===== config.mk =====
export PLATFORM = sky130hd
export DESIGN_NAME = sorted_list_priority_queue_top
export DESIGN_NICKNAME = d
export VERILOG_FILES = /design/src/sv/slpq_pkg.sv /design/src/sv/slpq_store.sv /design/src/sv/slpq_ctrl.sv /design/src/sv/sorted_list_priority_queue_top.sv
export SDC_FILE = /design/constraint.sdc
export NUM_CORES = 2
export LEC_CHECK = 0
export BUFFER_PORTS_ARGS = -buffer_cell sky130_fd_sc_hd__buf_2
export CAP_MARGIN = 20
export CORE_MARGIN = 2
export CORE_UTILIZATION = 59
export CTS_CLUSTER_DIAMETER = 100
export DETAILED_ROUTE_END_ITERATION = 10
export PLACE_DENSITY = 0.77
export SYNTH_ARGS = -nofsm -noshare
export SYNTH_HDL_FRONTEND = slang
export SYNTH_SLANG_ARGS = --single-unit

===== constraint.sdc =====
create_clock -name clk -period 17.2 [get_ports clk]
set_clock_uncertainty 0.2 [all_clocks]
set_input_delay 2.58 -clock clk [delete_from_list [all_inputs] [get_ports clk]]
set_output_delay 2.58 -clock clk [all_outputs]
set_load 0.05 [all_outputs]

===== src/sv/slpq_pkg.sv =====
// ----------------------------------------------------------------------------
// slpq_pkg
// Shared sizes, codes and transfer types of the sorted list priority queue.
// ----------------------------------------------------------------------------
`default_nettype none

package slpq_pkg;

	localparam int CAPACITY = 16;
	localparam int PAY_W    = 32;
	localparam int PRI_W    = 16;
	localparam int ADDR_W   = $clog2(CAPACITY);
	// one more bit than an address so the null link fits
	localparam int IDX_W    = ADDR_W + 1;

	localparam logic [IDX_W-1:0] NIL     = IDX_W'(CAPACITY);
	localparam logic [IDX_W-1:0] CAP_CNT = IDX_W'(CAPACITY);

	localparam logic KIND_PUSH = 1'b0;
	localparam logic KIND_POP  = 1'b1;

	localparam logic [1:0] STATUS_OK        = 2'd0;
	localparam logic [1:0] STATUS_OVERFLOW  = 2'd1;
	localparam logic [1:0] STATUS_UNDERFLOW = 2'd2;

	typedef struct packed {
		logic                    kind;
		logic [PAY_W-1:0]        pay;
		logic signed [PRI_W-1:0] pri;
	} item_t;

	// store access from the sequencer: one read, one write per cycle
	typedef struct packed {
		logic [ADDR_W-1:0]       rd_addr;
		logic [ADDR_W-1:0]       wr_addr;
		logic                    wr_data_en;
		logic                    wr_link_en;
		logic [PAY_W-1:0]        wr_pay;
		logic signed [PRI_W-1:0] wr_pri;
		logic [IDX_W-1:0]        wr_link;
	} mem_req_t;

	typedef struct packed {
		logic [PAY_W-1:0]        pay;
		logic signed [PRI_W-1:0] pri;
		logic [IDX_W-1:0]        link;
	} mem_rd_t;

	typedef struct packed {
		logic [1:0]              status;
		logic [PAY_W-1:0]        popped_payload;
		logic signed [PRI_W-1:0] popped_priority;
		logic [IDX_W-1:0]        entry_count;
		logic                    is_empty;
		logic                    is_full;
		logic [PAY_W-1:0]        front_payload;
		logic [PAY_W-1:0]        rear_payload;
	} res_t;

endpackage

`default_nettype wire


===== src/sv/slpq_store.sv =====
// ----------------------------------------------------------------------------
// slpq_store
// Payload, priority and link arrays with one write and one registered read
// port. Link entries never written read as the reset chain i -> i+1.
// ----------------------------------------------------------------------------
`default_nettype none

module slpq_store (
	input  wire logic              clk,
	input  wire logic              arst_n,
	input  wire slpq_pkg::mem_req_t req,
	output slpq_pkg::mem_rd_t      rd
);

	logic [slpq_pkg::PAY_W-1:0]        pay_mem  [slpq_pkg::CAPACITY];
	logic signed [slpq_pkg::PRI_W-1:0] pri_mem  [slpq_pkg::CAPACITY];
	logic [slpq_pkg::IDX_W-1:0]        link_mem [slpq_pkg::CAPACITY];
	logic [slpq_pkg::CAPACITY-1:0]     link_vld_q;

	logic [slpq_pkg::PAY_W-1:0]        rd_pay_q;
	logic signed [slpq_pkg::PRI_W-1:0] rd_pri_q;
	logic [slpq_pkg::IDX_W-1:0]        rd_link_q;
	logic [slpq_pkg::ADDR_W-1:0]       rd_addr_q;
	logic                              rd_vld_q;

	always_ff @(posedge clk) begin
		if (req.wr_data_en) begin
			pay_mem[req.wr_addr] <= req.wr_pay;
			pri_mem[req.wr_addr] <= req.wr_pri;
		end
		if (req.wr_link_en) begin
			link_mem[req.wr_addr] <= req.wr_link;
		end
		rd_pay_q  <= pay_mem[req.rd_addr];
		rd_pri_q  <= pri_mem[req.rd_addr];
		rd_link_q <= link_mem[req.rd_addr];
		rd_addr_q <= req.rd_addr;
	end

	always_ff @(posedge clk or negedge arst_n) begin
		if (!arst_n) begin
			link_vld_q <= '0;
			rd_vld_q   <= 1'b0;
		end else begin
			if (req.wr_link_en) begin
				link_vld_q[req.wr_addr] <= 1'b1;
			end
			rd_vld_q <= link_vld_q[req.rd_addr];
		end
	end

	always_comb begin
		rd.pay  = rd_pay_q;
		rd.pri  = rd_pri_q;
		// untouched slot: still on the initial free chain
		rd.link = rd_vld_q ? rd_link_q
			: ({1'b0, rd_addr_q} + slpq_pkg::IDX_W'(1));
	end

endmodule

`default_nettype wire


===== src/sv/slpq_ctrl.sv =====
// ----------------------------------------------------------------------------
// slpq_ctrl
// Sequencer for push and pop: walks the ordered list one entry per cycle
// through the store read port and a single signed priority comparator.
// ----------------------------------------------------------------------------
`default_nettype none

module slpq_ctrl (
	input  wire logic                clk,
	input  wire logic                arst_n,
	input  wire logic                start,
	input  wire slpq_pkg::item_t     item,
	input  wire logic                out_free,
	output logic                     ready,
	output logic                     res_valid,
	output slpq_pkg::res_t           res,
	output slpq_pkg::mem_req_t       req,
	input  wire slpq_pkg::mem_rd_t   rd
);

	typedef enum logic [7:0] {
		ST_IDLE  = 8'b0000_0001,
		ST_FREE  = 8'b0000_0010,
		ST_WALK  = 8'b0000_0100,
		ST_LINK  = 8'b0000_1000,
		ST_LINK2 = 8'b0001_0000,
		ST_POP   = 8'b0010_0000,
		ST_FRONT = 8'b0100_0000,
		ST_DONE  = 8'b1000_0000
	} state_t;

	state_t                            state_q, state_d;
	logic [slpq_pkg::IDX_W-1:0]        head_q, head_d;
	logic [slpq_pkg::IDX_W-1:0]        tail_q, tail_d;
	logic [slpq_pkg::IDX_W-1:0]        free_q, free_d;
	logic [slpq_pkg::IDX_W-1:0]        count_q, count_d;

	slpq_pkg::item_t                   item_q;
	logic [slpq_pkg::IDX_W-1:0]        slot_q, cur_q, loc_q;
	logic [1:0]                        status_q;
	logic [slpq_pkg::PAY_W-1:0]        pop_pay_q, front_q, rear_q;
	logic signed [slpq_pkg::PRI_W-1:0] pop_pri_q;

	logic pri_less;
	logic slot_is_tail;

	// the shared comparator: new entry goes ahead of a strictly larger one
	assign pri_less     = item_q.pri < rd.pri;
	assign slot_is_tail = (loc_q == tail_q);

	always_comb begin
		state_d = state_q;
		head_d  = head_q;
		tail_d  = tail_q;
		free_d  = free_q;
		count_d = count_q;

		req            = '0;
		req.wr_pay     = item_q.pay;
		req.wr_pri     = item_q.pri;
		req.wr_addr    = slot_q[slpq_pkg::ADDR_W-1:0];
		req.rd_addr    = cur_q[slpq_pkg::ADDR_W-1:0];
		res_valid      = 1'b0;

		unique case (state_q)
			ST_IDLE: begin
				if (start) begin
					if (item.kind == slpq_pkg::KIND_PUSH) begin
						req.rd_addr = free_q[slpq_pkg::ADDR_W-1:0];
						state_d = (count_q == slpq_pkg::CAP_CNT) ? ST_DONE : ST_FREE;
					end else begin
						req.rd_addr = head_q[slpq_pkg::ADDR_W-1:0];
						state_d = (count_q == '0) ? ST_DONE : ST_POP;
					end
				end
			end
			ST_FREE: begin
				free_d         = rd.link;
				req.wr_data_en = 1'b1;
				req.rd_addr    = head_q[slpq_pkg::ADDR_W-1:0];
				state_d        = (head_q == slpq_pkg::NIL) ? ST_LINK : ST_WALK;
			end
			ST_WALK: begin
				req.rd_addr = rd.link[slpq_pkg::ADDR_W-1:0];
				if (pri_less || rd.link == slpq_pkg::NIL) begin
					state_d = ST_LINK;
				end
			end
			ST_LINK: begin
				req.wr_link_en = 1'b1;
				req.wr_link    = cur_q;
				count_d        = count_q + slpq_pkg::IDX_W'(1);
				if (loc_q == slpq_pkg::NIL) begin
					head_d = slot_q;
					if (tail_q == slpq_pkg::NIL) begin
						tail_d = slot_q;
					end
					state_d = ST_DONE;
				end else begin
					state_d = ST_LINK2;
				end
			end
			ST_LINK2: begin
				req.wr_link_en = 1'b1;
				req.wr_addr    = loc_q[slpq_pkg::ADDR_W-1:0];
				req.wr_link    = slot_q;
				if (slot_is_tail) begin
					tail_d = slot_q;
				end
				state_d = ST_DONE;
			end
			ST_POP: begin
				// unlink head, give its slot back to the front of the free list
				req.wr_link_en = 1'b1;
				req.wr_link    = free_q;
				req.rd_addr    = rd.link[slpq_pkg::ADDR_W-1:0];
				free_d         = slot_q;
				head_d         = rd.link;
				count_d        = count_q - slpq_pkg::IDX_W'(1);
				if (rd.link == slpq_pkg::NIL) begin
					tail_d  = slpq_pkg::NIL;
					state_d = ST_DONE;
				end else begin
					state_d = ST_FRONT;
				end
			end
			ST_FRONT: begin
				state_d = ST_DONE;
			end
			ST_DONE: begin
				res_valid = out_free;
				if (out_free) begin
					state_d = ST_IDLE;
				end
			end
			default: begin
				state_d = ST_IDLE;
			end
		endcase
	end

	always_ff @(posedge clk or negedge arst_n) begin
		if (!arst_n) begin
			state_q <= ST_IDLE;
			head_q  <= slpq_pkg::NIL;
			tail_q  <= slpq_pkg::NIL;
			free_q  <= '0;
			count_q <= '0;
		end else begin
			state_q <= state_d;
			head_q  <= head_d;
			tail_q  <= tail_d;
			free_q  <= free_d;
			count_q <= count_d;
		end
	end

	always_ff @(posedge clk) begin
		unique case (state_q)
			ST_IDLE: begin
				if (start) begin
					item_q    <= item;
					slot_q    <= (item.kind == slpq_pkg::KIND_PUSH) ? free_q : head_q;
					pop_pay_q <= '0;
					pop_pri_q <= '0;
					if (item.kind == slpq_pkg::KIND_PUSH) begin
						status_q <= (count_q == slpq_pkg::CAP_CNT)
							? slpq_pkg::STATUS_OVERFLOW : slpq_pkg::STATUS_OK;
					end else begin
						status_q <= (count_q == '0)
							? slpq_pkg::STATUS_UNDERFLOW : slpq_pkg::STATUS_OK;
					end
				end
			end
			ST_FREE: begin
				cur_q <= head_q;
				loc_q <= slpq_pkg::NIL;
			end
			ST_WALK: begin
				// advance past entries of equal or lower priority
				if (!pri_less) begin
					loc_q <= cur_q;
					cur_q <= rd.link;
				end
			end
			ST_LINK: begin
				if (loc_q == slpq_pkg::NIL) begin
					front_q <= item_q.pay;
					if (tail_q == slpq_pkg::NIL) begin
						rear_q <= item_q.pay;
					end
				end
			end
			ST_LINK2: begin
				if (slot_is_tail) begin
					rear_q <= item_q.pay;
				end
			end
			ST_POP: begin
				pop_pay_q <= rd.pay;
				pop_pri_q <= rd.pri;
			end
			ST_FRONT: begin
				front_q <= rd.pay;
			end
			ST_DONE: begin
			end
			default: begin
			end
		endcase
	end

	assign ready = (state_q == ST_IDLE);

	always_comb begin
		res.status          = status_q;
		res.popped_payload  = pop_pay_q;
		res.popped_priority = pop_pri_q;
		res.entry_count     = count_q;
		res.is_empty        = (count_q == '0);
		res.is_full         = (count_q == slpq_pkg::CAP_CNT);
		res.front_payload   = (head_q == slpq_pkg::NIL) ? '0 : front_q;
		res.rear_payload    = (tail_q == slpq_pkg::NIL) ? '0 : rear_q;
	end

	a_count_range: assert property (@(posedge clk) disable iff (!arst_n)
		count_q <= slpq_pkg::CAP_CNT)
		else $error("entry count beyond capacity");

	a_head_count: assert property (@(posedge clk) disable iff (!arst_n)
		(count_q == '0) == (head_q == slpq_pkg::NIL))
		else $error("head pointer disagrees with entry count");

	a_tail_head: assert property (@(posedge clk) disable iff (!arst_n)
		(tail_q == slpq_pkg::NIL) == (head_q == slpq_pkg::NIL))
		else $error("tail pointer disagrees with head pointer");

	a_result_room: assert property (@(posedge clk) disable iff (!arst_n)
		res_valid |-> (out_free && state_q == ST_DONE))
		else $error("result issued without room in output register");

	a_walk_ends: assert property (@(posedge clk) disable iff (!arst_n)
		(state_q == ST_WALK) |-> (cur_q != slpq_pkg::NIL))
		else $error("list walk past the null link");

endmodule

`default_nettype wire


===== src/sv/sorted_list_priority_queue_top.sv =====
// ----------------------------------------------------------------------------
// sorted_list_priority_queue_top
// Ascending priority queue of 16 entries kept as an ordered linked list.
// ----------------------------------------------------------------------------
// Each input transfer is one operation (tuser 0 push, 1 pop) and gives exactly
// one result transfer with status, the popped entry, count, flags and the
// front and rear payloads. Equal priorities leave in arrival order. One item
// is in work at a time. An overflow or underflow goes straight to its result;
// a pop reads the head and, unless it empties the queue, the new front; a push
// takes a free slot, walks the list for its place, then writes its own link
// and, unless it lands at the head, the link of the entry before it. The list
// walk makes one store read and one priority compare per cycle. A finished
// result sits in the output register, and the next item is taken while it
// waits.
`default_nettype none

module sorted_list_priority_queue_top (
	input  wire logic          clk,
	input  wire logic          arst_n,
	input  wire logic          s_tvalid,
	output logic               s_tready,
	// payload [31:0], priority_req [47:32]
	input  wire logic [47:0]   s_tdata,
	// kind [0]
	input  wire logic          s_tuser,
	output logic               m_tvalid,
	input  wire logic          m_tready,
	// popped_payload [31:0], popped_priority [47:32], entry_count [52:48],
	// is_empty [53], is_full [54], front_payload [86:55],
	// rear_payload [118:87], zero [119]
	output logic [119:0]       m_tdata,
	// status [1:0]
	output logic [1:0]         m_tuser
);

	slpq_pkg::item_t    item;
	slpq_pkg::res_t     res;
	slpq_pkg::res_t     res_q;
	slpq_pkg::mem_req_t req;
	slpq_pkg::mem_rd_t  rd;
	logic               ready;
	logic               res_valid;
	logic               out_free;
	logic               m_tvalid_q;

	assign item.kind = s_tuser;
	assign item.pay  = s_tdata[31:0];
	assign item.pri  = s_tdata[47:32];

	assign s_tready = ready;
	assign out_free = !m_tvalid_q || m_tready;

	slpq_ctrl u_ctrl (
		.clk       (clk),
		.arst_n    (arst_n),
		.start     (s_tvalid && ready),
		.item      (item),
		.out_free  (out_free),
		.ready     (ready),
		.res_valid (res_valid),
		.res       (res),
		.req       (req),
		.rd        (rd)
	);

	slpq_store u_store (
		.clk    (clk),
		.arst_n (arst_n),
		.req    (req),
		.rd     (rd)
	);

	always_ff @(posedge clk or negedge arst_n) begin
		if (!arst_n) begin
			m_tvalid_q <= 1'b0;
		end else if (res_valid) begin
			m_tvalid_q <= 1'b1;
		end else if (m_tready) begin
			m_tvalid_q <= 1'b0;
		end
	end

	always_ff @(posedge clk) begin
		if (res_valid) begin
			res_q <= res;
		end
	end

	assign m_tvalid = m_tvalid_q;
	assign m_tuser  = res_q.status;
	assign m_tdata  = {1'b0, res_q.rear_payload, res_q.front_payload, res_q.is_full,
		res_q.is_empty, res_q.entry_count, res_q.popped_priority, res_q.popped_payload};

endmodule

`default_nettype wire

# == After elaboration in Yosys (flattened, before gate mapping) ==
# Memories as Yosys holds them, arrays and structs flattened. A register that Yosys moved wholly into a read port is not among the register bits.
# Cells that the tools add are included.
# classes
bitwise,1
eq_ne,22
mux,56
reduce_logical,25
magnitude_cmp,4
n_addsub,3
# ops
operator,count
one-hot mux 32 bit (2 select lines),3
two-way mux 32 bit,5
two-way mux 8 bit,8
one-hot mux 8 bit (7 select lines),1
one-hot mux 5 bit (2 select lines),5
two-way mux 5 bit,9
one-hot mux 16 bit (2 select lines),1
one-hot mux 5 bit (3 select lines),2
== test 5 bit (second input constant),5
less-than comparator 16 bit,1
two-way mux 16 bit,1
two-way mux 4 bit,4
bitwise OR 16 bit,1
!= test 2 x 1 -> 1 bit (second input constant),7
nonzero test 2 bit,7
two-way mux 1 bit,12
one-hot mux 4 bit (3 select lines),1
less-than comparator 4 x 5 -> 1 bit (second input constant),2
AND reduction 2 bit,5
== test 8 x 1 -> 1 bit (second input constant),1
== test 8 x 2 -> 1 bit (second input constant),1
== test 8 x 3 -> 1 bit (second input constant),1
== test 8 x 4 -> 1 bit (second input constant),1
== test 8 x 5 -> 1 bit (second input constant),1
other kinds (22),26
# totals
reg_bits,348
elab_cells,141
inputBits,53
out_inout_bits,124
mem_bits_rw,848
mem_count,3
# mem_list
name,depth,word_bits,read_ports,rd_clocked_by_memory_dff,write_ports,line,rtl
u_store.pay_mem,16,32,1,1,1,slpq_store.sv:15,logic [slpq_pkg::PAY_W-1:0] pay_mem [slpq_pkg::CAPACITY];
u_store.pri_mem,16,16,1,1,1,slpq_store.sv:16,logic signed [slpq_pkg::PRI_W-1:0] pri_mem [slpq_pkg::CAPACITY];
u_store.link_mem,16,5,1,1,1,slpq_store.sv:17,logic [slpq_pkg::IDX_W-1:0] link_mem [slpq_pkg::CAPACITY];

# == Logic depth before layout (Yosys ltp) ==
# depth
depth_word,7
mapped_depth,13
depth_no_buf,10

# == Cells and area by module ==
# From an unflattened synthesis, not the netlist that was laid out.
# unflattened
hier_cells,2204
area_unflattened_um2,46176.8
# modules_own_cells
module,n_inst,cells_per_inst,area_each_um2,seq_area_each_um2
slpq_store,1,1453,33737.4,27030.9
slpq_ctrl,1,624,8740.9,6019.5
sorted_list_priority_queue_top,1,127,3698.5,3658.5

# == Worst setup path after synthesis ==
# Ideal clock, no wire load.
# synth_path
kind,input -> register
startpoint,in m_tready
endpoint,"reg res_q, in the netlist m_tdata[0] (enable)"
n_path_buf,0
arrival_ns,8.041
path_stages,2
t_required_ns,16.385
setup_time_ns,0.615
path_slack_ns,8.344
cell_sequence,nand2b_1 > nor2b_1
# synth_via
elab_chain_len,2
# synth_lines
item,line,rtl
start: declaration,sorted_list_priority_queue_top.sv:27,"input wire logic m_tready,"
logical OR 1 bit,sorted_list_priority_queue_top.sv:51,assign out_free = !m_tvalid_q || m_tready;
two-way mux 1 bit,slpq_ctrl.sv:65,unique case (state_q)
via res_valid,sorted_list_priority_queue_top.sv:42,logic res_valid;
end signal: assignment,sorted_list_priority_queue_top.sv:85,res_q <= res;
end: declaration,sorted_list_priority_queue_top.sv:38,slpq_pkg::res_t res_q;
# The timed path passes the listed nets, and every way through them passes these cells.
# A chain may end at the register's enable or synchronous reset.

# == Final worst setup path ==
# layout_path
startpoint,in s_tvalid
endpoint,reg u_store.rd_pay_q[16] (netlist name) (read register of u_store.pay_mem)
# layout_via
elab_chain_len,3
# layout_lines
item,line,rtl
start: declaration,sorted_list_priority_queue_top.sv:20,"input wire logic s_tvalid,"
logical AND 1 bit,sorted_list_priority_queue_top.sv:56,".start (s_tvalid && ready),"
two-way mux 4 bit,slpq_ctrl.sv:67,if (start) begin
one-hot mux 4 bit (3 select lines),slpq_ctrl.sv:65,
end: declaration,slpq_store.sv:20,logic [slpq_pkg::PAY_W-1:0] rd_pay_q;
# Every way passes these cells.

==> metrics.json <==
{
  "setup.worst_path.start_class": "primary input",
  "mostFrequentLayoutCells": "sky130_fd_sc_hd__edfxtp_1, sky130_fd_sc_hd__nand2_1, sky130_fd_sc_hd__a21oi_1",
  "number_of_maximum_capacitance_constraint_violations": 0,
  "synth.top_cells.by_area": "sky130_fd_sc_hd__edfxtp_1, sky130_fd_sc_hd__nand2_1, sky130_fd_sc_hd__a21oi_1",
  "synth.top_cell.area_share_pct": 72.7,
  "max-vdd-ir-drop_uv": 268,
  "final_common_cell": "sky130_fd_sc_hd__edfxtp_1",
  "clk_pwr_share_pct": 24.5,
  "synthMuxAreaShare_pct": 3.34,
  "port_buffers": 175,
  "floorplan.die.width_um": 287,
  "hold_slack_ps": 218,
  "status": "finished clean",
  "detailed_place_hpwl_mm": 58.6,
  "worstPathArrival_ps": 7040,
  "drt_iter0_markers": 3892,
  "rrSetupSlack_ps": 11400,
  "seq_power_share_pct": 38.2,
  "synth.cell_area_um2": 47400,
  "main_combinational_cell_family_by_area_after_synthesis": "compound AO/OA/AOI/OAI gates",
  "grt_pass1_wl_mm": 170,
  "cts_tree": "built",
  "deepest_level_of_the_cts_h_tree": 3,
  "hold_buffers": 0,
  "synth.avg_cell_area_um2": 15.5,
  "postSynth.topFlopCell": "sky130_fd_sc_hd__edfxtp_1",
  "p_int_mw": 6.71,
  "worst_slew_margin_rel_pct": 23.5,
  "clk_pin_slew_worst_paths_ps": 60,
  "slew_violations": 0,
  "worst_pin_slew_ps": 1150,
  "synth_seq_area_share_pct": 77.5,
  "vias_per_cell": 6.42,
  "criticalPathCategory": "primary input to register",
  "setup_repair_after_global_routing_missed_its_margin": "no",
  "yosys_register_bits": 1249,
  "end_of_flow_core_utilization_pct": 67.4,
  "core-area_um2": 79300,
  "grt-ovfl-total": 0,
  "tns_ps": 0,
  "power.combinational.fraction_pct": 37.3,
  "insertedDiodeCount": 0,
  "nets": 3299,
  "yosys.area_share.simple_pct": 6.97,
  "cp_max_fo": 128,
  "yosysWarnings": 0,
  "switching_share_pct": 38.2,
  "grt_use_total_pct": 27.7,
  "die_height_um": 287,
  "p_switching_mw": 4.14,
  "worst_setup_path_end_kind": "register",
  "boundaryPins": 177,
  "post_synth_fa_ha_maj_area_fraction_pct": 0.544,
  "place_congestion": 0.886,
  "area_delta_synth_final_pct": 12.8,
  "route.final.wire_length_mm": 115,
  "remaining_drc_errors": 0,
  "rows": 103,
  "grt_antenna_before_repair": 2,
  "drtAntennaViolNets": 0,
  "synth_xor_area_share_pct": 0.222,
  "cts.repair_timing.setup_buffer_count": 0,
  "hold_path_class": "register to register",
  "synth_largest_area_cell": "sky130_fd_sc_hd__edfxtp_1",
  "cts_made_buffers": 118,
  "fmax_mhz": 151,
  "netlist-cell-type-count": 66,
  "clock_latency_late_sink_ps": 690,
  "synth_compound_gate_area_share_pct": 9.29,
  "initial_utilization_pct": 59.8,
  "tritoncts_num_sinks": 1249,
  "power.leakage_nw": 18.8,
  "synth_enable_flop_cells": 1146,
  "cts-resized-gates": 0,
  "post_synthesis_instance_total": 3059,
  "wl_per_cell_um": 26.3,
  "count_of_endpoints_failing_setup_in_the_final_report": 0,
  "detailroute.via_count": 28118,
  "hold_violations": 0,
  "synthesis.nets": 3132,
  "cts_buffer_depth": 3,
  "asyncSetResetFlopFracSynth_pct": 3.68,
  "worst-endpoint-required_ps": 17600,
  "layout_min_cycle_time_ps": 6630,
  "powerDensity_nw_per_um2": 203,
  "min_period_over_period_pct": 38.6,
  "grt_max_degree": 129,
  "cts_root_buffer": "sky130_fd_sc_hd__clkbuf_16",
  "first_global_vias": 28048,
  "firstDrtPassIters": 7,
  "floorplan.die_area_um2": 82600,
  "fraction_of_layout_instances_using_a_drive_strength_above_1_pct": 15.4
}
[state kept, by name, indices dropped and copies added, names as in the netlist, 48 cells and up]
register / cells
u_store.pri_mem: 256
u_ctrl.req: 48
u_store.link_mem: 80
u_store.pay_mem: 512
m_tdata: 119
[critical path, cell delays in order]
cell	delay [ps]
sky130_fd_sc_hd__buf_2	140
sky130_fd_sc_hd__and3b_1	260
sky130_fd_sc_hd__a22oi_1	100
sky130_fd_sc_hd__o211a_1	250
sky130_fd_sc_hd__and2_4	230
sky130_fd_sc_hd__inv_8	510
sky130_fd_sc_hd__buf_4	910
sky130_fd_sc_hd__buf_4	1000
sky130_fd_sc_hd__nand2_1	180
sky130_fd_sc_hd__a22oi_1	250
sky130_fd_sc_hd__a21oi_1	120
sky130_fd_sc_hd__o22ai_1	230
[synthesized netlist by cell type, drive strengths merged, types with 39 or more instances]
cell type and instances:
buf 90, a22oi 108, a32o 106, dfxtp 57
mux2 39, nor2b 68, dfrtp 43, o22ai 56
and3 48, edfxtp 1146, nor2 76, mux2i 114
clkbuf 95, nand2 467, a21oi 325
[layout make-up]
cell class	instances	area (um^2)
Clock inverter	73	840
Multi-Input combinational cell	1589	9870
Sequential cell	1249	36700
Timing Repair Buffer	232	1390
Clock buffer	151	3160
Tap cell	1050	1310
Inverter	36	145
Fill cell	5137	25800
[per-layer routing]
metal	part of all wire [%]	up-vias	global-route usage (%)
li1	-	12015	-
met1	39	13979	38.5
met2	47	1813	44.3
met3	11	309	5.33
met4	3.3	2	9.93
met5	0.011	-	0
[power by group through the flow]
stage,clock network [mW],registers (mW),logic (mW)
after floorplan,0,4.10,2.86
after global placement,0,4.18,3.76
after detailed placement,0,4.20,3.91
after CTS,2.68,4.14,3.96
after global routing,2.80,4.18,4.32
final,2.66,4.15,4.05
[cell families after synthesis]
logic type | after synthesis
compound gates | 667
xor+xnor | 12
fa+ha+maj | 20
buf+inv | 221
flops | 1249
mux | 153
other cells | 1
simple gates | 736
[per-stage QoR]
stage	setup slack, ps	instances	instance area, um^2	power (mW)
6_report	10570	4380	53400	10.9
3_5_place_dp	10100	4151	49300	8.11
2_1_floorplan	8340	3059	47400	6.96
5_1_grt	10350	4380	53400	11.3
4_1_cts	10750	4375	53300	10.8
3_3_place_gp	10360	4150	49300	7.94
[path summary, 6_finish.rpt]
kind                                     endpoint  depth (start not counted)            startpoint
setup / recovery             u_store.rd_pay_q[16]                         12              s_tvalid
hold / removal                        m_tdata[18]                          0  u_ctrl.pop_pay_q[18]
setup reg to reg             u_store.rd_pay_q[16]                         12     u_ctrl.state_q[5]
hold reg to reg                       m_tdata[18]                          0  u_ctrl.pop_pay_q[18]
max in group asynchronous                m_tvalid                          2                arst_n
min in group asynchronous  u_store.link_vld_q[13]                          2                arst_n
Power figures use the tool's default switching activity.
